===== config.mk =====
export PLATFORM = sky130hd
export DESIGN_NAME = mwsn_div_step
export DESIGN_NICKNAME = d
export VERILOG_FILES = /design/src/rtl/mwsn_pkg.sv /design/src/rtl/mwsn_div_step.sv
export SDC_FILE = /design/constraint.sdc
export NUM_CORES = 1
export LEC_CHECK = 0
export BUFFER_PORTS_ARGS = -buffer_cell sky130_fd_sc_hd__buf_4
export CORE_MARGIN = 10
export CORE_UTILIZATION = 40
export DETAILED_ROUTE_END_ITERATION = 6
export PLACE_DENSITY = 0.69
export SYNTH_ARGS = -nofsm -noshare
export SYNTH_HDL_FRONTEND = slang
export SYNTH_SLANG_ARGS = --single-unit

===== constraint.sdc =====
create_clock -name clk -period 8 [get_ports clk]
set_clock_uncertainty 0.2 [all_clocks]
set_input_delay 0.4 -clock clk [delete_from_list [all_inputs] [get_ports clk]]
set_output_delay 0.4 -clock clk [all_outputs]
set_load 0.02 [all_outputs]

===== src/rtl/mwsn_pkg.sv =====
package mwsn_pkg;

  localparam int SpeedW   = 16;
  localparam int SumW     = 18;
  localparam int MagW     = 15;
  localparam int ProdW    = 2 * MagW;
  localparam int Lanes    = 4;
  // one quotient bit per divider stage
  localparam int DivSteps = MagW;

  localparam int LaneLf = 0;
  localparam int LaneLb = 1;
  localparam int LaneRf = 2;
  localparam int LaneRb = 3;

  localparam logic [MagW-1:0]        LimitReset = 15'd8000;
  localparam logic signed [SumW-1:0] SumMax     = 18'sd32767;
  localparam logic signed [SumW-1:0] SumMin     = -18'sd32767;

  typedef logic signed [SpeedW-1:0] speed_t;
  typedef logic [MagW-1:0]          mag_t;

  typedef struct packed {
    mag_t rem;
    mag_t dvd;
    mag_t quo;
  } div_lane_t;

  typedef struct packed {
    logic [Lanes-1:0]            neg;
    mag_t                        divisor;
    div_lane_t [Lanes-1:0]       lane;
  } div_item_t;

  function automatic speed_t clamp_sum(input logic signed [SumW-1:0] v);
    speed_t r;
    if (v > SumMax) begin
      r = speed_t'(SumMax[SpeedW-1:0]);
    end else if (v < SumMin) begin
      r = speed_t'(SumMin[SpeedW-1:0]);
    end else begin
      r = v[SpeedW-1:0];
    end
    return r;
  endfunction

  // input is already clamped to +-32767, so the magnitude fits in MagW bits
  function automatic mag_t magnitude(input speed_t v);
    logic [SpeedW-1:0] a;
    a = v[SpeedW-1] ? (~v + 16'd1) : v;
    return a[MagW-1:0];
  endfunction

endpackage


===== src/rtl/mwsn_div_step.sv =====
module mwsn_div_step (
  input  logic                clk,
  input  logic                rst,
  input  logic                in_valid,
  output logic                in_ready,
  input  mwsn_pkg::div_item_t in_item,
  output logic                out_valid,
  input  logic                out_ready,
  output mwsn_pkg::div_item_t out_item
);
  import mwsn_pkg::*;

  logic      valid;
  div_item_t item;
  div_item_t item_next;

  logic [MagW:0] trial [Lanes];
  logic [MagW:0] diff  [Lanes];
  logic          ge    [Lanes];

  assign in_ready = !valid || out_ready;

  // one restoring step per lane: shift in the next dividend bit, subtract if it fits
  always_comb begin
    item_next.neg     = in_item.neg;
    item_next.divisor = in_item.divisor;
    for (int k = 0; k < Lanes; k++) begin
      trial[k] = {in_item.lane[k].rem, in_item.lane[k].dvd[MagW-1]};
      diff[k]  = trial[k] - {1'b0, in_item.divisor};
      ge[k]    = trial[k] >= {1'b0, in_item.divisor};
      item_next.lane[k].rem = ge[k] ? diff[k][MagW-1:0] : trial[k][MagW-1:0];
      item_next.lane[k].dvd = {in_item.lane[k].dvd[MagW-2:0], 1'b0};
      item_next.lane[k].quo = {in_item.lane[k].quo[MagW-2:0], ge[k]};
    end
  end

  always_ff @(posedge clk) begin
    if (rst) begin
      valid <= 1'b0;
    end else if (in_ready) begin
      valid <= in_valid;
    end
  end

  always_ff @(posedge clk) begin
    if (in_ready && in_valid) begin
      item <= item_next;
    end
  end

  assign out_valid = valid;
  assign out_item  = item;

endmodule


== Word-level counts from Yosys, hierarchy flattened ==
Index checks and enable logic that the tools add are counted.
Storage, ports and cells
  bits in registers: 196
  latch bits: 0
  bits in writable memories: 0
  ROM bits: 0
  output and inout port bits: 201
  memories: 0
Operators by class
  add/sub/neg operators: 4
  multipliers: 0
  divide/modulo/power cells: 0
  magnitude comparators: 4
  eq/ne operators: 0
  shift operators: 0
  muxes and demuxes: 4
  bitwise logic cells: 0
  reduce and logical (&&, ||, !) cells: 3
Operators by type and width (number)
  16-bit by 15-bit >= comparator with 1-bit output: 4
  15-bit two-way mux: 4
  15-bit subtractor: 4
  1-bit logical AND: 1
  1-bit zero test: 1
  1-bit logical OR: 1

== Logic depth before layout (Yosys ltp) ==
  word-level depth: 3
  mapped depth: 11
  mapped depth without buffers: 9

== Worst setup path after synthesis ==
Ideal clock, no wire load.
  kind: input port to flip-flop
  start point: input out_ready
  end point: register item, in the netlist out_item[0] (enable)
  library setup time: 579 ps
  arrival time: 5144 ps
  slack: 2078 ps
  cell stages on the path: 2
  path buffers: 0
  cells stage by stage: nand2b_1 -> and2_1
Between the ends
  cells in the longest elaborated chain, start to end: 2
RTL lines
  start, declared: RTL line mwsn_div_step.sv:8  | input logic out_ready,
  1-bit logical OR: RTL line mwsn_div_step.sv:21  | assign in_ready = !valid || out_ready;
  1-bit logical AND: RTL line mwsn_div_step.sv:46  | if (in_ready && in_valid) begin
  end signal, assigned: RTL line mwsn_div_step.sv:47  | item <= item_next;
  end, declared: RTL line mwsn_div_step.sv:14  | div_item_t item;
No other way between the ends.
A chain may end at the register's enable or synchronous reset.

==> results.cfg <==
[run_status]
outcome = complete, no violations

[timing]
finalSetupTns_ns = 0
slew-limit-headroom_pct = 41.6
finalHoldViolations = 0
holdWs_ns = 0.0163
setup_viol = 0
drv_slew = 0
period_share_pct = 45.9
tightest_slew_ns = 0.876
fin_crit_ns = 3.67
rsz0062_at_grt = false
fmax_mhz = 272

[final_layout]
final_cell_mix = buf_4 (397), edfxtp_1 (195), dlygate4sd3_1 (130)
fill_cells = 1843
multi_input_area_um2 = 3670
final_core_util_pct = 61.9
drive_above_1_share_pct = 37.6
mostFrequentLayoutCell = buf_4
synthToLayoutAreaGrowth_pct = 52.9
regArea_um2 = 5880
stdcell_count = 1597
final_nets = 1525

[logic_synthesis]
ys_ff_latch = 196
synth_area_leaders = edfxtp_1 (60%), ha_1 (7.6%), mux2_2 (2.5%)
synth-main-ff-cell = edfxtp_1
synth.top_cell.area_share_pct = 59.6
synth_seq_area_share_pct = 59.8
yosysWarnings = 0
ys_types = 78
synth_cells = 731
synth-edff-count = 195
yosys.area.top_type = edfxtp_1
async_flop_share_pct = 0
syn-mean-instance-area_um2 = 13.4
mappedNetlistArea_um2 = 9820

[power_and_ir_drop]
clockPowerShare_pct = 30.7
p_comb_share_pct = 26.4
power_frac_seq_pct = 42.9
power.switching_uw = 894
p_sw_share_pct = 30.3
power.leakage_uw = 0.00642
ir_drop_mv = 0.104
p_int_uw = 2060
power_density_nw_per_um2 = 197

[routing]
vias_per_cell = 5.21
ant_nets = 0
first_pass_iters = 7
first_iter_violations = 753
vias = 8327
drc = 0
wl_mm = 37.9
avgRoutedWirePerCell_um = 23.7

[clock_tree]
cts_tree = done
path_clk_slew_ns = 0.09
root_buffer = clkbuf_16
htree_levels = 4
clk_path_buf_depth = 2
cts_made_buffers = 17
post-cts-setup-buffers = 0
cts.sinks = 196
worstSkewPairLatency_ns = 0.44

[place]
place_hpwl_mm = 27.2
port_buffers = 395
gp_congestion = 0.898
place_inst = 1433

[critical_path]
worstPathMaxFanout = 16
crit_top_cell = a21oi_1
crit_path_start_kind = input port
crit_chain = dlygate4sd3_1 -> buf_4 -> inv_1 -> ha_1 -> a21oi_1 -> o21ai_0 -> a21oi_1 -> o21ai_4 -> o31ai_4 -> mux2_2
cp_slowest_cell = o31ai_4
arrival_ns = 3.65
cp.required_ns = 7.98
path_class = in -> reg
reg2reg_from = out_valid$_SDFFE_PP0N_
critPathLaunch = in_item[189]
cpPeakStageDelay_ns = 0.78
end_kind = flip-flop

[grt]
antenna_found_initial = 4
grt_start_max_net_pins = 135
grt_use_total_pct = 23.4
grt_pass1_vias = 8335
gr-total-overflow = 0
grt_pass1_wl_mm = 54.6

[floorplan]
core_um2 = 24200
num_rows = 57
die_y_um = 177
die_area_um2 = 31200
die_x_um = 177
io_pins = 404
start_util_pct = 40.5

[flow_run]
cap_viol_max_count = 0

[hold_path]
hold_start = in_valid
min_path_type = in -> reg
[flip-flops by register name (all words and copies together) (netlist names)]
name       flops
out_valid      1
out_item     195
[power by group through the flow]
stage	sequential (µW)	combinational, µW	clock (µW)
after floorplan	1400	314	0
after global placement	1280	709	0
after detailed placement	1290	717	0
after CTS	1260	776	923
after global routing	1280	837	966
final	1270	779	905
[kinds of logic (layout without fill, tap and decap cells)]
logic type / after synthesis / in the layout / synth area share (%)
and+or+nand+nor: 143 / 143 / 7.35
xor gates and xnor gates: 37 / 37 / 3.30
buffers and inverters: 63 / 600 / 2.98
adders and majority gates: 64 / 64 / 8.46
DFF: 196 / 196 / 59.8
other: 1 / 6 / 0.0382
muxes: 46 / 46 / 5.32
AOI/OAI and AO/OA: 181 / 181 / 12.7
[worst paths after layout]
| path | depth (start not counted) | slack, ns | end |
|---|---|---|---|
| hold / removal | 3 | 0.02 | out_valid$_SDFFE_PP0N_ |
| hold reg to reg | 2 | 0.42 | out_valid$_SDFFE_PP0N_ |
| setup reg to reg | 3 | 5.44 | out_item[16]$_DFFE_PP_ |
| setup / recovery | 10 | 4.33 | out_item[124]$_DFFE_PP_ |
[timing repair]
action	in CTS	in global routing
endpoints found under the hold margin	130	0
hold buffers	130	0
gates resized for setup	0	0
[per-layer routing]
metal / part of all wire (%) / vias up / global-route usage (%)
met5: 0.061 / - / 0
met4: 4.8 / 4 / 12.0
met3: 9.3 / 73 / 8.24
met2: 47 / 418 / 37.9
met1: 39 / 3967 / 27.0
li1: - / 3865 / -
[Yosys cell counts (all sizes together) (11+ instances only)]
library cell and instances:
xor2 14, edfxtp 195, o21ai 38, xnor2 23
a21oi 47, a21o 13, nand3 11, mux2i 11
ha 60, o21a 12, nand2 34, a211oi 11
nor3 15, mux2 35, inv 40, nor2 32
buf 13
[through the flow]
stage	total power [µW]	cell area [µm²]	setup slack [ns]
global placement	1990	13100	4.31
CTS	2960	15000	4.33
detailed placement	2000	13100	4.29
floorplan	1720	9840	2.08
global route	3080	15000	4.06
finish	2950	15000	4.33
[critical path: cells and delay by family]
family          cells  cell delay [ns]
mux                 1             0.43
fa+ha+maj           1             0.40
buf+inv             3             1.00
compound gates      5             1.42
[area by class of cell]
type	count	area share (%)
clock buffers	18	2.86
flip-flops and latches	196	39.1
inverters	40	1.00
well taps	324	2.70
repair buffers	528	28.6
multi-input cells	475	24.4
clock inverters	14	1.22
diodes	2	0.0333
Power figures use the tool's default switching activity.
