### src/rtl/mwsn_pkg.sv
package mwsn_pkg;

  localparam int SpeedW   = 16;
  localparam int SumW     = 18;
  localparam int MagW     = 15;
  localparam int ProdW    = 2 * MagW;
  localparam int Lanes    = 4;
  // one quotient bit per divider stage
  localparam int DivSteps = MagW;

  localparam int LaneLf = 0;
  localparam int LaneLb = 1;
  localparam int LaneRf = 2;
  localparam int LaneRb = 3;

  localparam logic [MagW-1:0]        LimitReset = 15'd8000;
  localparam logic signed [SumW-1:0] SumMax     = 18'sd32767;
  localparam logic signed [SumW-1:0] SumMin     = -18'sd32767;

  typedef logic signed [SpeedW-1:0] speed_t;
  typedef logic [MagW-1:0]          mag_t;

  typedef struct packed {
    mag_t rem;
    mag_t dvd;
    mag_t quo;
  } div_lane_t;

  typedef struct packed {
    logic [Lanes-1:0]            neg;
    mag_t                        divisor;
    div_lane_t [Lanes-1:0]       lane;
  } div_item_t;

  function automatic speed_t clamp_sum(input logic signed [SumW-1:0] v);
    speed_t r;
    if (v > SumMax) begin
      r = speed_t'(SumMax[SpeedW-1:0]);
    end else if (v < SumMin) begin
      r = speed_t'(SumMin[SpeedW-1:0]);
    end else begin
      r = v[SpeedW-1:0];
    end
    return r;
  endfunction

  // input is already clamped to +-32767, so the magnitude fits in MagW bits
  function automatic mag_t magnitude(input speed_t v);
    logic [SpeedW-1:0] a;
    a = v[SpeedW-1] ? (~v + 16'd1) : v;
    return a[MagW-1:0];
  endfunction

endpackage

### src/rtl/mwsn_front.sv
module mwsn_front (
  input  logic                clk,
  input  logic                rst,
  input  logic                in_valid,
  output logic                in_ready,
  input  mwsn_pkg::speed_t    speed_x,
  input  mwsn_pkg::speed_t    speed_y,
  input  mwsn_pkg::speed_t    turn_rate,
  input  mwsn_pkg::mag_t      limit,
  output logic                out_valid,
  input  logic                out_ready,
  output mwsn_pkg::div_item_t out_item
);
  import mwsn_pkg::*;

  // stage 1: wheel sums, clamped
  logic   s1_valid;
  logic   s1_ready;
  speed_t s1_wheel [Lanes];

  // stage 2: sign, magnitude, peak, scale operands
  logic             s2_valid;
  logic             s2_ready;
  logic [Lanes-1:0] s2_neg;
  mag_t             s2_mag [Lanes];
  mag_t             s2_factor;
  mag_t             s2_divisor;

  // stage 3: products split into divider start state
  logic      s3_valid;
  logic      s3_ready;
  div_item_t s3_item;

  logic signed [SumW-1:0] vx, vy, wt;
  mag_t                   m [Lanes];
  mag_t                   p01, p23, peak;
  logic                   scale;
  logic [ProdW-1:0]       prod [Lanes];

  assign vx = SumW'(speed_x);
  assign vy = SumW'(speed_y);
  assign wt = SumW'(turn_rate);

  assign s3_ready = !s3_valid || out_ready;
  assign s2_ready = !s2_valid || s3_ready;
  assign s1_ready = !s1_valid || s2_ready;
  assign in_ready = s1_ready;

  always_ff @(posedge clk) begin
    if (rst) begin
      s1_valid <= 1'b0;
      s2_valid <= 1'b0;
      s3_valid <= 1'b0;
    end else begin
      if (s1_ready) s1_valid <= in_valid;
      if (s2_ready) s2_valid <= s1_valid;
      if (s3_ready) s3_valid <= s2_valid;
    end
  end

  always_ff @(posedge clk) begin
    if (s1_ready && in_valid) begin
      s1_wheel[LaneLf] <= clamp_sum(vx + vy + wt);
      s1_wheel[LaneLb] <= clamp_sum(vx - vy - wt);
      s1_wheel[LaneRf] <= clamp_sum(vx - vy + wt);
      s1_wheel[LaneRb] <= clamp_sum(vx + vy - wt);
    end
  end

  always_comb begin
    for (int k = 0; k < Lanes; k++) begin
      m[k] = magnitude(s1_wheel[k]);
    end
    p01   = (m[0] > m[1]) ? m[0] : m[1];
    p23   = (m[2] > m[3]) ? m[2] : m[3];
    peak  = (p01 > p23) ? p01 : p23;
    scale = limit < peak;
  end

  // unscaled wheels go through the divider as |w| * 1 / 1
  always_ff @(posedge clk) begin
    if (s2_ready && s1_valid) begin
      for (int k = 0; k < Lanes; k++) begin
        s2_neg[k] <= s1_wheel[k][SpeedW-1];
        s2_mag[k] <= m[k];
      end
      s2_factor  <= scale ? limit : mag_t'(1);
      s2_divisor <= scale ? peak : mag_t'(1);
    end
  end

  always_comb begin
    for (int k = 0; k < Lanes; k++) begin
      prod[k] = ProdW'(s2_mag[k]) * ProdW'(s2_factor);
    end
  end

  // product < divisor * 2^MagW, so the upper half already sits below the divisor
  always_ff @(posedge clk) begin
    if (s3_ready && s2_valid) begin
      s3_item.neg     <= s2_neg;
      s3_item.divisor <= s2_divisor;
      for (int k = 0; k < Lanes; k++) begin
        s3_item.lane[k].rem <= prod[k][ProdW-1:MagW];
        s3_item.lane[k].dvd <= prod[k][MagW-1:0];
        s3_item.lane[k].quo <= '0;
      end
    end
  end

  assign out_valid = s3_valid;
  assign out_item  = s3_item;

endmodule

### config.mk
export PLATFORM = sky130hd
export DESIGN_NAME = mwsn_front
export DESIGN_NICKNAME = d
export VERILOG_FILES = /design/src/rtl/mwsn_pkg.sv /design/src/rtl/mwsn_front.sv
export SDC_FILE = /design/constraint.sdc
export NUM_CORES = 2
export LEC_CHECK = 0
export BUFFER_PORTS_ARGS = -buffer_cell sky130_fd_sc_hd__buf_4
export CORE_ASPECT_RATIO = 1.2
export CORE_MARGIN = 4
export CORE_UTILIZATION = 45
export DETAILED_ROUTE_END_ITERATION = 8
export PLACE_DENSITY_LB_ADDON = 0.1
export REMOVE_ABC_BUFFERS = 1
export SYNTH_ARGS = -nofsm -noshare
export SYNTH_HDL_FRONTEND = slang
export SYNTH_SLANG_ARGS = --single-unit
### constraint.sdc
create_clock -name clk -period 11.3 [get_ports clk]
set_input_delay 1.13 -clock clk [delete_from_list [all_inputs] [get_ports clk]]
set_output_delay 1.13 -clock clk [all_outputs]
set_load 0.01 [all_outputs]
# ---- After elaboration in Yosys (flattened, before gate mapping)
# Memory sizes are Yosys's and may differ from the RTL's.
# Index checks and enable logic that the tools add are counted.
dict set report totals {
  n_memories 2
  out_inout_bits 201
  wordCells 80
  register_bits 176
  input_bits 67
  ramBits 124
}
dict set report op_classes {
  reduce_logical 9
  bitwise 4
  magnitude_cmp 12
  mux 23
  multipliers 4
  addsub 10
}
# memory depth width read_ports rd_ports_with_merged_regs write_ports line
set memory_table {}
lappend memory_table {s1_wheel 4 16 4 0 4 mwsn_front.sv:19} ;# speed_t s1_wheel [Lanes];
lappend memory_table {s2_mag 4 15 4 0 4 mwsn_front.sv:25} ;# mag_t s2_mag [Lanes];
# operator n
set ops {}
lappend ops {{two-way mux 16 bit} 12}
lappend ops {{multiplier 15 x 15 -> 30 bit} 4}
lappend ops {{two-way mux 15 bit} 7}
lappend ops {{> comparator 18 x 16 -> 1 bit (second input constant)} 4}
lappend ops {{< comparator 18 x 16 -> 1 bit (second input constant)} 4}
lappend ops {{adder 15 x 1 -> 15 bit (second input constant)} 4}
lappend ops {{NOT 15 bit} 4}
lappend ops {{> comparator 15 bit} 3}
lappend ops {{adder 17 x 16 -> 18 bit} 2}
lappend ops {{subtractor 17 x 16 -> 18 bit} 2}
lappend ops {{adder 16 x 16 -> 17 bit} 1}
lappend ops {{subtractor 16 x 16 -> 17 bit} 1}
lappend ops {{< comparator 15 bit} 1}
lappend ops {{two-way mux 1 bit} 4}
lappend ops {{logical AND 1 bit} 3}
lappend ops {{zero test 1 bit} 3}
lappend ops {{logical OR 1 bit} 3}

# ---- Longest topological paths before layout
# An unclocked memory read counts as a cell.
dict set report depth {
  depth_word 9
  mapped_depth 46
  mapped_depth_nobuf 41
}

# ---- Worst setup path before layout
# No wires, ideal clock.
dict set report synth_path {
  path_type {register -> register}
  start {memory s1_wheel[0][0] (netlist name)}
  end {register s2_factor[0] (data pin)}
  path_slack_ps 2270
  setup_ps 259
  path_stages_with_launch 43
  period_less_slack_ps 9030
  required_ps 11041
  arrival_ps 8770
  n_path_buf 5
  cell_sequence {edfxtp_1 > inv_1 > ha_1 > or4b_1 > or4_1 > o21ai_0 > xnor2_1 > ha_1 > o211ai_1 > or3_1 > or4_1 > o31a_1 > buf_6 > clkbuf_1 > mux2_2 > ha_1 > nor2b_1 > o21a_1 > [7 not listed] > a311oi_2 > or2_1 > buf_2 > buf_4 > mux2i_1 > ha_1 > nor2b_1 > o21ai_0 > nand2b_1 > a21oi_1 > nor2b_1 > o21ai_0 > nand2b_1 > a2111oi_0 > nor4b_1 > a311oi_2 > buf_2 > or2_1}
}
# element line
set synth_rtl {}
lappend synth_rtl {{from (decl)} mwsn_front.sv:19}
lappend synth_rtl {{to (signal assigned)} mwsn_front.sv:87} ;# s2_factor <= scale ? limit : mag_t'(1);
lappend synth_rtl {{to (decl)} mwsn_front.sv:26} ;# mag_t s2_factor;

==> flow_summary.ini <==
[run_status]
outcome = complete, no violations

[routing]
dr.pass1.iters = 5
antenna_left = 0
via_per_inst = 5.20
wire_per_inst_um = 17.9
wirelength_um = 112000
drtIter0Drc = 1586
drcViolationCount = 0
num_vias = 32700

[logic_synthesis]
ys_types = 80
netlist_instances = 4809
synth_area_um2 = 46300
synth_top_area_share = 0.292
avgSynthCellArea_um2 = 9.62
ys_ff_latch = 300
ys_seq_area_frac = 0.194
synth.largest_area_cell = fa_1
yosys-top-cells-count = inv_1 (804), fa_1 (674), nand2_1 (611), ha_1 (527), and2_1 (382)
synthMostInstantiatedCell = inv_1
synth-main-ff-cell = edfxtp_1
synth-edff-count = 297
async_reset_ff_frac = 0
synth_area_leaders = fa_1 (29%), edfxtp_1 (19%), ha_1 (14%)
ys.warnings.count = 0

[global_route]
antenna_found_initial = 1
globalRoute.totalOverflow = 0
grt_start_max_net_pins = 65
grt_usage = 0.214
grt_pass1_vias = 34300
grt_pass1_wl_um = 186000

[floorplan]
io_pins = 268
die_w_um = 301
initial_core_util = 0.455
rows = 128
core_area_um2 = 102000
die_area_um2 = 108000
die_height_um = 359

[clocking]
cts_tree = yes
cts_buffer_depth = 3
cts_resized = 0
cts_sinks = 300
cts_root_buffer = clkbuf_16
cts_buffers = 38
htree_num_levels = 2
cts_hold_buf = 0
path_clk_slew_ps = 60
clock_latency_ps = 590
postCtsSetupRepairBufs = 0

[worst_setup_path]
r2r_end = s2_factor[13]
r2r_cells = 39
rr_startpoint = s1_wheel[0][0]
max_stage_delay_ps = 540
cpMostUsedCell = o21a_1
crit_path_end_kind = register
crit_type = register to register
path_max_fanout = 21
cp.required_ps = 11740
arrival_ps = 10350
crit_slowest_cell = or4b_1
start_kind = register
r2r_setup_slack_ps = 1390

[place]
dpl.hpwl_um = 90400
place.gp.congestion = 0.882
io_buffers = 207

[timing]
finClkSkew_ps = 44.9
worst_pin_slew_ps = 1060
setup_viol_count_final = 0
relSlewSlack = 0.286
period_needed_ps = 9910
post-route-period-util = 0.877
hold_viol = 0
timing.final.max_slew_violations = 0
rsz0062_at_grt = false
fmax_mhz = 101
fin_setup_tns_ps = 0

[final_layout]
multi_input_comb_area_um2 = 33300
ff_latch_area_um2 = 8980
final_net_count = 6169
area.growth.synth_to_final_pct = 8.36
nFillCells = 9629
drive_gt1_frac = 0.0714

[min_path]
min_path_cells = 0
hold_end = out_item[190]
hold_class = register to register
hold_start = s2_divisor[10]

[run]
maxCapViolCount = 0
==> logic make-up (layout without fill, tap and decap cells) <==
family | after synthesis | after routing | synth area share
compound gates | 566 | 566 | 0.0787
xor+xnor | 235 | 235 | 0.0447
fa+ha+maj | 1207 | 1207 | 0.436
buf+inv | 1060 | 1120 | 0.0914
flops | 300 | 300 | 0.194
mux | 31 | 31 | 0.00725
other cells | 1 | 61 | 0.0000811
simple gates | 1409 | 1409 | 0.148
==> worst max-delay path, delay by kind of cell, from the launching register on <==
| kind | cells | cell delay (ps) |
|---|---|---|
| adders and majority gates | 5 | 1420 |
| xor gates and xnor gates | 1 | 190 |
| and+or+nand+nor | 13 | 3420 |
| DFF | 1 | 470 |
| muxes | 2 | 720 |
| buffers and inverters | 3 | 610 |
| AOI/OAI and AO/OA | 15 | 2950 |
==> metrics by stage <==
step                hold slack, ps  area [µm²]  cells  setup slack (ps)  utilization
CTS                            418       50100   6293              1390        0.493
detailed placement             405       48900   6226              1400        0.481
finish                         417       50100   6294              1390        0.493
floorplan                      400       45300   4613              2090            -
global placement               405       48900   6226              1450        0.481
global route                   441       50100   6294               541        0.493
==> layer usage <==
metal,wire length (µm),part of all wire,GRT usage
met1,49700,0.44,0.293
met2,55600,0.49,0.371
met3,5310,0.047,0.0220
met4,1840,0.016,0.0382
met5,0,0,0
==> layout make-up <==
type / instances / share of cell area
Clock inverter: 25 / 0.00494
Clock buffer: 42 / 0.0197
Tap cell: 1365 / 0.0341
Multi-Input combinational cell: 3508 / 0.665
Antenna cell: 1 / 0.0000499
Inverter: 805 / 0.0603
Timing Repair Buffer: 248 / 0.0371
Sequential cell: 300 / 0.179
==> how the worst max path moves through the flow <==
stage,startpoint,end,slack (ps)
detailed placement,s1_wheel[0][0],s2_factor[13],1400
finish,s1_wheel[0][0],s2_factor[13],1390
CTS,s1_wheel[0][0],s2_factor[13],1390
floorplan,s1_wheel[2][5],s2_factor[0],2090
global placement,s1_wheel[0][0],s2_factor[13],1450
global route,s1_wheel[2][5],s2_divisor[13],540
==> flip-flops by register name, summed over array words and instances (netlist names) <==
name,count
out_valid,1
out_item,139
s2_neg,4
s2_valid,1
s1_valid,1
s2_mag,60
s2_factor,15
s2_divisor,15
s1_wheel,64
==> cell usage in the layout (no fill, tap or decap), drive strengths merged, types with 11 or more instances in the layout <==
cell type / synthesis / layout
xnor2: 171 / 171
nand4: 11 / 11
o21a: 20 / 20
a21oi: 177 / 177
o41ai: 18 / 18
o21ai: 135 / 135
nand2: 611 / 611
mux2i: 17 / 17
nor2: 161 / 161
clkbuf: 186 / 42
a211oi: 15 / 15
a21o: 38 / 38
conb: 1 / 60
mux2: 14 / 14
or2: 11 / 11
or3: 29 / 29
a2bb2oi: 11 / 11
xor2: 64 / 64
fa: 674 / 674
ha: 527 / 527
nand3: 29 / 29
clkinv: 1 / 17
edfxtp: 297 / 297
nor2b: 43 / 43
a21boi: 15 / 15
or4: 17 / 17
o21bai: 28 / 28
nand2b: 30 / 30
and3: 20 / 20
o31ai: 23 / 23
buf: 69 / 248
inv: 804 / 806
and2: 382 / 382
nor3: 43 / 43
Power is not shown: default switching activity piles up to over one toggle a cycle in this logic, so the estimate is an artifact.
