[config.mk]
export PLATFORM = sky130hd
export DESIGN_NAME = mwsn_finish
export DESIGN_NICKNAME = d
export VERILOG_FILES = /design/src/rtl/mwsn_pkg.sv /design/src/rtl/mwsn_finish.sv
export SDC_FILE = /design/constraint.sdc
export NUM_CORES = 1
export LEC_CHECK = 0
export BUFFER_PORTS_ARGS = -buffer_cell sky130_fd_sc_hd__buf_4
export CORE_AREA = 2 2 104 106
export CTS_CLUSTER_SIZE = 28
export DETAILED_ROUTE_END_ITERATION = 16
export DIE_AREA = 0 0 106 108
export MAX_ROUTING_LAYER = met4
export PLACE_DENSITY_LB_ADDON = 0.12
export SLEW_MARGIN = 40
export SYNTH_ARGS = -nofsm -noshare
export SYNTH_HDL_FRONTEND = slang
export SYNTH_SLANG_ARGS = --single-unit
export TNS_END_PERCENT = 20
[constraint.sdc]
create_clock -name clk -period 2.25 [get_ports clk]
set_input_delay 0 -clock clk [delete_from_list [all_inputs] [get_ports clk]]
set_output_delay 0 -clock clk [all_outputs]
set_load 0.1 [all_outputs]
[src/rtl/mwsn_pkg.sv]
package mwsn_pkg;

  localparam int SpeedW   = 16;
  localparam int SumW     = 18;
  localparam int MagW     = 15;
  localparam int ProdW    = 2 * MagW;
  localparam int Lanes    = 4;
  // one quotient bit per divider stage
  localparam int DivSteps = MagW;

  localparam int LaneLf = 0;
  localparam int LaneLb = 1;
  localparam int LaneRf = 2;
  localparam int LaneRb = 3;

  localparam logic [MagW-1:0]        LimitReset = 15'd8000;
  localparam logic signed [SumW-1:0] SumMax     = 18'sd32767;
  localparam logic signed [SumW-1:0] SumMin     = -18'sd32767;

  typedef logic signed [SpeedW-1:0] speed_t;
  typedef logic [MagW-1:0]          mag_t;

  typedef struct packed {
    mag_t rem;
    mag_t dvd;
    mag_t quo;
  } div_lane_t;

  typedef struct packed {
    logic [Lanes-1:0]            neg;
    mag_t                        divisor;
    div_lane_t [Lanes-1:0]       lane;
  } div_item_t;

  function automatic speed_t clamp_sum(input logic signed [SumW-1:0] v);
    speed_t r;
    if (v > SumMax) begin
      r = speed_t'(SumMax[SpeedW-1:0]);
    end else if (v < SumMin) begin
      r = speed_t'(SumMin[SpeedW-1:0]);
    end else begin
      r = v[SpeedW-1:0];
    end
    return r;
  endfunction

  // input is already clamped to +-32767, so the magnitude fits in MagW bits
  function automatic mag_t magnitude(input speed_t v);
    logic [SpeedW-1:0] a;
    a = v[SpeedW-1] ? (~v + 16'd1) : v;
    return a[MagW-1:0];
  endfunction

endpackage

[src/rtl/mwsn_finish.sv]
module mwsn_finish (
  input  logic                clk,
  input  logic                rst,
  input  logic                in_valid,
  output logic                in_ready,
  input  mwsn_pkg::div_item_t in_item,
  output logic                out_valid,
  input  logic                out_ready,
  output mwsn_pkg::speed_t    left_front_target,
  output mwsn_pkg::speed_t    left_back_target,
  output mwsn_pkg::speed_t    right_front_target,
  output mwsn_pkg::speed_t    right_back_target
);
  import mwsn_pkg::*;

  logic   valid;
  speed_t q   [Lanes];
  speed_t neg [Lanes];

  assign in_ready = !valid || out_ready;

  always_comb begin
    for (int k = 0; k < Lanes; k++) begin
      q[k]   = speed_t'({1'b0, in_item.lane[k].quo});
      neg[k] = -q[k];
    end
  end

  always_ff @(posedge clk) begin
    if (rst) begin
      valid <= 1'b0;
    end else if (in_ready) begin
      valid <= in_valid;
    end
  end

  // apply wheel sign; right side is mirrored
  always_ff @(posedge clk) begin
    if (in_ready && in_valid) begin
      left_front_target  <= in_item.neg[LaneLf] ? neg[LaneLf] : q[LaneLf];
      left_back_target   <= in_item.neg[LaneLb] ? neg[LaneLb] : q[LaneLb];
      right_front_target <= in_item.neg[LaneRf] ? q[LaneRf] : neg[LaneRf];
      right_back_target  <= in_item.neg[LaneRb] ? q[LaneRb] : neg[LaneRb];
    end
  end

  assign out_valid = valid;

endmodule

# --- Yosys cells after proc, flatten, opt, wreduce, memory -nomap -nowiden ---
# Index checks and enable logic that the tools add are counted.
classes:
  n_addsub: 4
  muxes: 4
  n_reduce_logical: 3
ops:
  columns: ["operator", "count"]
  rows:
  - ["15-bit negation with 16-bit output", 4]
  - ["15-bit 2-to-1 mux", 4]
  - ["1-bit logical AND", 1]
  - ["1-bit zero test", 1]
  - ["1-bit logical OR", 1]
totals:
  reg_bits: 65
  in_bits: 203
  output_inout_bits: 66
  elab_cells: 20

# --- Depth between registers and ports, before layout ---
# Gate-level depths: netlist (run 1).
logic_depth:
  word_depth: 3
  ltp_mapped: 6
  depth_no_buf: 6

# --- Least setup slack after synthesis (run 1) ---
# OpenSTA, ideal clock, no wires.
synth_timing:
  kind: "register -> register"
  start: "reg valid (netlist: out_valid)"
  end: "reg left_back_target[0] (enable)"
  setup_ns: 0.428
  t_arrival_ns: 3.190
  t_required_ns: 1.822
  setup_slack_ns: -1.368
  path_stages_with_launch: 3
  path_buffers: 0
  synth_period_minus_slack_ns: 3.618
  path_cell_list: "dfxtp_1 > nand2b_1 > and2_1"
synth_via:
  elab_chain_len: 3
synth_rtl:
  columns: ["element", "line", "text"]
  rows:
  - ["start: declaration", "mwsn_finish.sv:16", "logic valid;"]
  - ["start signal: assignment", "mwsn_finish.sv:33", "valid <= in_valid;"]
  - ["1-bit zero test", "mwsn_finish.sv:20", "assign in_ready = !valid || out_ready;"]
  - ["1-bit logical OR", "mwsn_finish.sv:20", null]
  - ["named net in_ready", "mwsn_finish.sv:5", "output logic in_ready,"]
  - ["1-bit logical AND", "mwsn_finish.sv:39", "if (in_ready && in_valid) begin"]
  - ["end signal: assignment", "mwsn_finish.sv:41", "left_back_target <= in_item.neg[LaneLb] ? neg[LaneLb] : q[LaneLb];"]
  - ["end: declaration", "mwsn_finish.sv:10", "output mwsn_pkg::speed_t left_back_target,"]
# The timed path passes the listed nets, and every way through them passes these cells.
# A chain may end at the register's enable or synchronous reset.

# --- Worst setup path after layout (run 1) ---
layout_timing:
  start: "in in_item[54] (netlist bit)"
  end: "reg left_back_target[15] (data pin)"
layout_via:
  elab_chain_len: 1
layout_rtl:
  columns: ["element", "line", "text"]
  rows:
  - ["start: declaration", "mwsn_finish.sv:6", "input mwsn_pkg::div_item_t in_item,"]
  - ["15-bit negation with 16-bit output", "mwsn_finish.sv:25", "neg[k] = -q[k];"]
# No other way between the ends.

==> results of run 1 <==
==> sequential cells by signal (all words and copies together) (netlist names) <==
register            flops
left_back_target       16
left_front_target      16
right_back_target      16
right_front_target     16
out_valid               1
==> metal layers <==
metal	track usage (%)	wire (um)
met5	-	0
met4	6.30	138
met3	5.73	811
met2	21.2	3520
met1	19.2	3630
==> cell families after synthesis <==
group	share of synthesized area (%)
AO/OA/AOI/OAI	8.39
flip-flops	61.4
XOR/XNOR	14.4
buffers and inverters	2.14
adder cells (fa/ha/maj)	1.58
multiplexers	0.713
AND/OR/NAND/NOR	11.3
==> worst reg2reg max path: cells and delay by family, from the launching register on <==
kind	cells	cell delay, ns
flip-flops	1	0.32
AND/OR/NAND/NOR	2	0.23
buffers and inverters	1	0.30
==> layout make-up <==
class	instances	area, um^2
Fill cell	914	5150
Inverter	14	52.6
Multi-Input combinational cell	169	1160
Clock buffer	11	131
Clock inverter	5	46.3
Timing Repair Buffer	191	1580
Sequential cell	65	1940
Tap cell	136	170
==> cells in the mapped netlist, types with 3 or more instances <==
library cell / instances / area share, %
edfxtp_1: 64 / 61
nand2b_1: 4 / 0.79
clkbuf_1: 4 / 0.47
inv_1: 14 / 1.7
or3_1: 5 / 0.99
o31ai_1: 8 / 1.9
nor3_1: 9 / 1.4
xnor2_1: 31 / 8.6
nand2_1: 12 / 1.4
o21ai_0: 9 / 1.4
xor2_1: 21 / 5.8
nor2_1: 23 / 2.7
nor4_1: 5 / 0.99
nand3b_1: 3 / 0.71
ha_1: 4 / 1.6
a21oi_1: 12 / 1.9
a31oi_1: 5 / 0.99
==> stage by stage <==
step                util (%)  setup WS (ns)  hold slack [ns]  cells  power [mW]
finish                  49.7          0.161           0.0261    591        3.67
CTS                     49.7          0.208          0.00165    591        3.71
floorplan                  -          0.241           0.0617    252        2.36
global placement        42.6          0.400            0.171    520        2.68
detailed placement      42.6          0.424            0.175    520        2.68
global route            49.7          0.141           0.0144    591        3.82
==> worst max path at each step <==
stage	start	endpoint	slack [ns]	cells past startpoint
3_5_place_dp	in_item[54]	left_back_target[15]	0.42	5
4_1_cts	in_item[54]	left_back_target[15]	0.21	6
5_1_grt	in_item[54]	left_back_target[15]	0.14	6
2_1_floorplan	out_valid	left_back_target[0]	0.24	2
6_report	in_item[54]	left_back_target[15]	0.16	6
3_3_place_gp	in_item[54]	left_back_target[15]	0.40	5
==> power by group through the flow <==
stage,clock (mW),sequential [mW],combinational [mW]
2_1_floorplan,0,2.18,0.180
3_3_place_gp,0,1.51,1.17
3_5_place_dp,0,1.51,1.17
4_1_cts,0.975,1.48,1.25
5_1_grt,1.02,1.49,1.31
6_report,0.938,1.48,1.25
==> results by group, run 1 <==
Floorplanning
  • Die width: 106 um
  • DIE HEIGHT: 108 um
  • Initial Util: 30.9%
  • Number of top-level pins: 269
  • Die ar.: 0.0114 mm^2
  • Core ar.: 0.0102 mm^2
  • Rows: 37

Clocking
  • CTS buffer count: 9
  • Maximum buffer depth of the clock tree: 2
  • Post-CTS Hold Fix Bufs: 55
  • CTS sink count: 65
  • H-tree depth: 3
  • Root buffer cell: clkbuf_8
  • Worst-Skew Late Latency: 0.33 ns
  • TritonCTS clock tree: yes
  • Clk slew on worst S/H paths: 0.07 ns
  • CTS resizes: 0
  • Post-CTS setup buffers: 0

Run
  • Max Cap Violations: 0

Synth
  • Register area share after synthesis: 61.4%
  • Post-synth ARST share: 0%
  • #FFs+latches synth: 65
  • Syn Inst Count: 252
  • Post-synthesis net count: 459
  • Synth Warn #: 0
  • Post-synth EDFFs: 64
  • Synth cell types: 31
  • Avg Cell Area, Syn: 12.5 um^2
  • Most used flip-flop cell after synthesis: edfxtp_1
  • Post-Syn Area: 0.00316 mm^2

Drt
  • DR WL/cell: 13.7 um
  • Drt initial violations: 76
  • TritonRoute pass-1 iters: 4
  • Via density: 4.46
  • Vias: 2634
  • WL final: 8.10 mm
  • Post-route ant nets: 0
  • DRC Markers: 0

Global routing
  • All-Layer GR Usage: 15.0%
  • Vias in the first global route: 2688
  • First-pass GRT wire length: 12.8 mm
  • Largest net degree at the start of global routing: 65
  • Initial antenna violation count: 0
  • Grt ovf: 0

Worst hold path
  • Worst hold path type: primary input to flip-flop
  • Hold path start: in_item[101]
  • Hold path cells: 2
  • Worst Hold End: right_front_target[11]

STA
  • Period utilization: 92.8%
  • Final Max Tran Viols: 0
  • Fmax: 479 MHz
  • Minimum clock period after layout: 2.09 ns
  • Count of final hold-check violations: 0
  • Final setup viols: 0
  • Final clock skew: 0.00666 ns
  • Actual slew at the worst max-slew pin: 0.518 ns
  • RSZ-0062 raised after global routing: false
  • Max_slew headroom: 65.4%
  • Fin Setup TNS: 0 ns

Placed design
  • Port Buffers: 133
  • Placed instance area: 0.00436 mm^2
  • Placer Congestion: 0.746
  • Post-DP HPWL: 5.64 mm

Setup path
  • Kind of critical path: primary input to flip-flop
  • Largest fanout on the critical path: 4
  • Max stage delay cell, worst path: dlygate4sd3_1
  • Reg-to-reg slack, setup: 1.02 ns
  • Worst path bufs/invs: 2
  • Max incr delay on CP: 0.55 ns
  • Reg2Reg Launch Point: out_valid
  • CP delay by family, top: simple AND/OR/NAND/NOR gates
  • Worst-path cell chain: dlygate4sd3_1, buf_4, or4_4, or3_4, or3_1, o31a_1
  • CP Launch Type: primary input
  • Critical path data required time: 2.33 ns
  • Worst Path Arrival: 2.17 ns
  • Reg2reg end: left_front_target[10]
  • R2R cell count: 3
  • CP endpoint kind: flip-flop

Pwr
  • Flop pwr share: 40.4%
  • Worst vdd ir: 0.308 mV
  • NetSw: 1.37 mW
  • Combinational fraction of design power: 34.0%
  • Clock share of power: 25.6%
  • Lkg Pwr: 2.06 nW
  • PwrDens: 722 mW/mm^2
  • Sw Share: 37.2%
  • Internal power: 2.30 mW

Finish
  • Most common cell after layout, fill and taps aside: buf_4
  • Final-stage net count: 657
  • Finished Cell Area: 0.00508 mm^2
  • Area growth syn-to-layout: 60.8%
  • Share of cells above drive strength 1: 34.1%
  • Most frequent cells in the layout: buf_4 (135), edfxtp_1 (64), dlygate4sd3_1 (55)
  • Ant diodes: 0

Status
  • Outcome: finished, final reports clean
Power figures use the tool's default switching activity.
==> inputs of run 2 (changes only) <==
GPL_TIMING_DRIVEN = 0   (was default)
==> results by group, run 2 (synthesis results as in run 1) <==
Worst hold path
  • Hold path cells: 3 (was 2)
  • Worst hold path type: primary input to flip-flop (unchanged)
  • Hold path start: in_item[104] (was in_item[101])
  • Worst Hold End: right_front_target[15] (was right_front_target[11])

Floorplanning
  • Number of top-level pins: 269 (unchanged)
  • Die ar.: 0.0114 mm^2 (unchanged)
  • Rows: 37 (unchanged)
  • Die width: 106 um (unchanged)
  • Initial Util: 30.9% (unchanged)
  • DIE HEIGHT: 108 um (unchanged)
  • Core ar.: 0.0102 mm^2 (unchanged)

Global routing
  • Grt ovf: 0 (unchanged)
  • First-pass GRT wire length: 13.1 mm (was 12.8 mm)
  • GR Util met2: 22.9% (was 21.2%)
  • GR peak layer: met2 (unchanged)
  • Initial antenna violation count: 0 (unchanged)
  • Met3 Use GR: 4.88% (was 5.73%)
  • Largest net degree at the start of global routing: 39 (was 65)
  • Vias in the first global route: 2711 (was 2688)
  • All-Layer GR Usage: 15.3% (was 15.0%)
  • Met1 Track Usage GR: 19.4% (was 19.2%)

Placed design
  • Port Buffers: 133 (unchanged)
  • Post-DP HPWL: 5.92 mm (was 5.64 mm)
  • Post-Place Cells: 522 (was 520)
  • Placer Congestion: 0.768 (was 0.746)

Drt
  • WL final: 8.28 mm (was 8.10 mm)
  • Post-route ant nets: 0 (unchanged)
  • Vias: 2655 (was 2634)
  • TritonRoute pass-1 iters: 4 (unchanged)
  • DR WL/cell: 14.0 um (was 13.7 um)
  • Via density: 4.48 (was 4.46)
  • DRC Markers: 0 (unchanged)
  • Drt initial violations: 75 (was 76)

Setup path
  • Largest fanout on the critical path: 4 (unchanged)
  • Critical path data required time: 2.34 ns (was 2.33 ns)
  • Worst Path Arrival: 2.17 ns (about the same)
  • Kind of critical path: primary input to flip-flop (unchanged)
  • Reg2reg end: left_front_target[3] (was left_front_target[10])
  • CP Launch Type: primary input (unchanged)
  • R2R cell count: 3 (unchanged)
  • Reg2Reg Launch Point: out_valid (unchanged)
  • Reg-to-reg slack, setup: 0.83 ns (was 1.02 ns)
  • CP endpoint kind: flip-flop (unchanged)

Clocking
  • TritonCTS clock tree: yes (unchanged)
  • Worst-Skew Late Latency: 0.34 ns (was 0.33 ns)
  • CTS buffer count: 9 (unchanged)
  • Root buffer cell: clkbuf_8 (unchanged)
  • Clk slew on worst S/H paths: 0.07 ns (about the same)
  • H-tree depth: 3 (unchanged)
  • CTS resizes: 0 (unchanged)
  • CTS sink count: 65 (unchanged)
  • Maximum buffer depth of the clock tree: 2 (unchanged)

STA
  • Minimum clock period after layout: 2.08 ns (was 2.09 ns)
  • Count of final hold-check violations: 0 (unchanged)
  • Max_slew headroom: 45.9% (was 65.4%)
  • Final clock skew: 0.0111 ns (was 0.00666 ns)
  • Period utilization: 92.5% (was 92.8%)
  • Final setup viols: 0 (unchanged)
  • Final Max Tran Viols: 0 (unchanged)
  • RSZ-0062 raised after global routing: false (unchanged)
  • Actual slew at the worst max-slew pin: 0.804 ns (was 0.518 ns)
  • Fin Setup TNS: 0 ns (unchanged)
  • Fmax: 480 MHz (was 479 MHz)

Finish
  • Final-stage net count: 659 (was 657)
  • Share of cells above drive strength 1: 33.9% (was 34.1%)
  • Most common cell after layout, fill and taps aside: buf_4 (unchanged)
  • Ant diodes: 0 (unchanged)
  • Area growth syn-to-layout: 60.5% (was 60.8%)
  • Filler cells: 942 (was 914)
  • Most frequent cells in the layout: buf_4 (133), edfxtp_1 (64), dlygate4sd3_1 (55) (was buf_4 (135), edfxtp_1 (64), dlygate4sd3_1 (55))
  • Post-route insts no fill: 593 (was 591)
  • Final core utilization: 49.6% (was 49.7%)

Pwr
  • Lkg Pwr: 2.04 nW (was 2.06 nW)
  • Internal power: 2.23 mW (was 2.30 mW)
  • Worst vdd ir: 0.358 mV (was 0.308 mV)
  • PwrDens: 711 mW/mm^2 (was 722 mW/mm^2)
  • Flop pwr share: 41.2% (was 40.4%)
  • Sw Share: 38.1% (was 37.2%)
  • Clock share of power: 24.2% (was 25.6%)
  • NetSw: 1.37 mW (about the same)
  • Combinational fraction of design power: 34.7% (was 34.0%)

Run
  • Max Cap Violations: 0 (unchanged)

Status
  • Outcome: finished, final reports clean (unchanged)
run 2: final cells by class:
| cell class | instances | area [um^2] | share of cell area, % |
|---|---|---|---|
| clock inverters | 3 | 17.5 | 0.345 |
| clock buffers | 13 | 149 | 2.94 |
| plain buffers | 4 | 15.0 | 0.296 |
| repair buffers | 189 | 1570 | 30.9 |
| multi-input cells | 169 | 1160 | 22.8 |
| inverters | 14 | 52.6 | 1.04 |
| flip-flops and latches | 65 | 1940 | 38.3 |
| well taps | 136 | 170 | 3.35 |
run 2: how the worst max path moves through the flow:
stage / startpoint / to / cells past startpoint
finish: in_item[54] / left_back_target[15] / 6
global route: in_item[139] / right_back_target[12] / 6
CTS: in_item[139] / right_back_target[14] / 6
detailed placement: in_item[54] / left_back_target[15] / 5
global placement: in_item[54] / left_back_target[15] / 5
floorplan: out_valid / left_back_target[0] / 2
run 2: repair_timing:
item	in CTS	in global routing
buffers inserted	0	0
hold buffers	55	0
hold endpoints to repair	56	0
run 2: power by group through the flow:
stage	clock network (mW)	registers, mW	logic (mW)
final	0.870	1.48	1.25
after global routing	0.944	1.49	1.31
after CTS	0.902	1.48	1.26
after detailed placement	0	1.51	1.18
after global placement	0	1.51	1.17
after floorplan	0	2.18	0.180
run 2: critical path: stages:
cell and delay [ns]:
dlygate4sd3_1 0.54, buf_4 0.14, or4_4 0.54, or3_4 0.37, or3_1 0.33, o31a_1 0.25
run 2: metal layers:
metal	wire, um	vias to the layer above
met5	0	-
met4	116	0
met1	3790	1212
met3	742	13
met2	3630	110
li1	-	1320
run 2: through the flow:
step / area [um^2] / setup WS (ns) / total power [mW] / hold slack (ns)
2_1_floorplan: 3170 / 0.241 / 2.36 / 0.0617
3_3_place_gp: 4340 / 0.404 / 2.68 / 0.172
3_5_place_dp: 4360 / 0.394 / 2.69 / 0.182
4_1_cts: 5070 / 0.182 / 3.64 / 0.0111
5_1_grt: 5070 / 0.0499 / 3.75 / 0.0315
6_report: 5070 / 0.168 / 3.60 / 0.0325
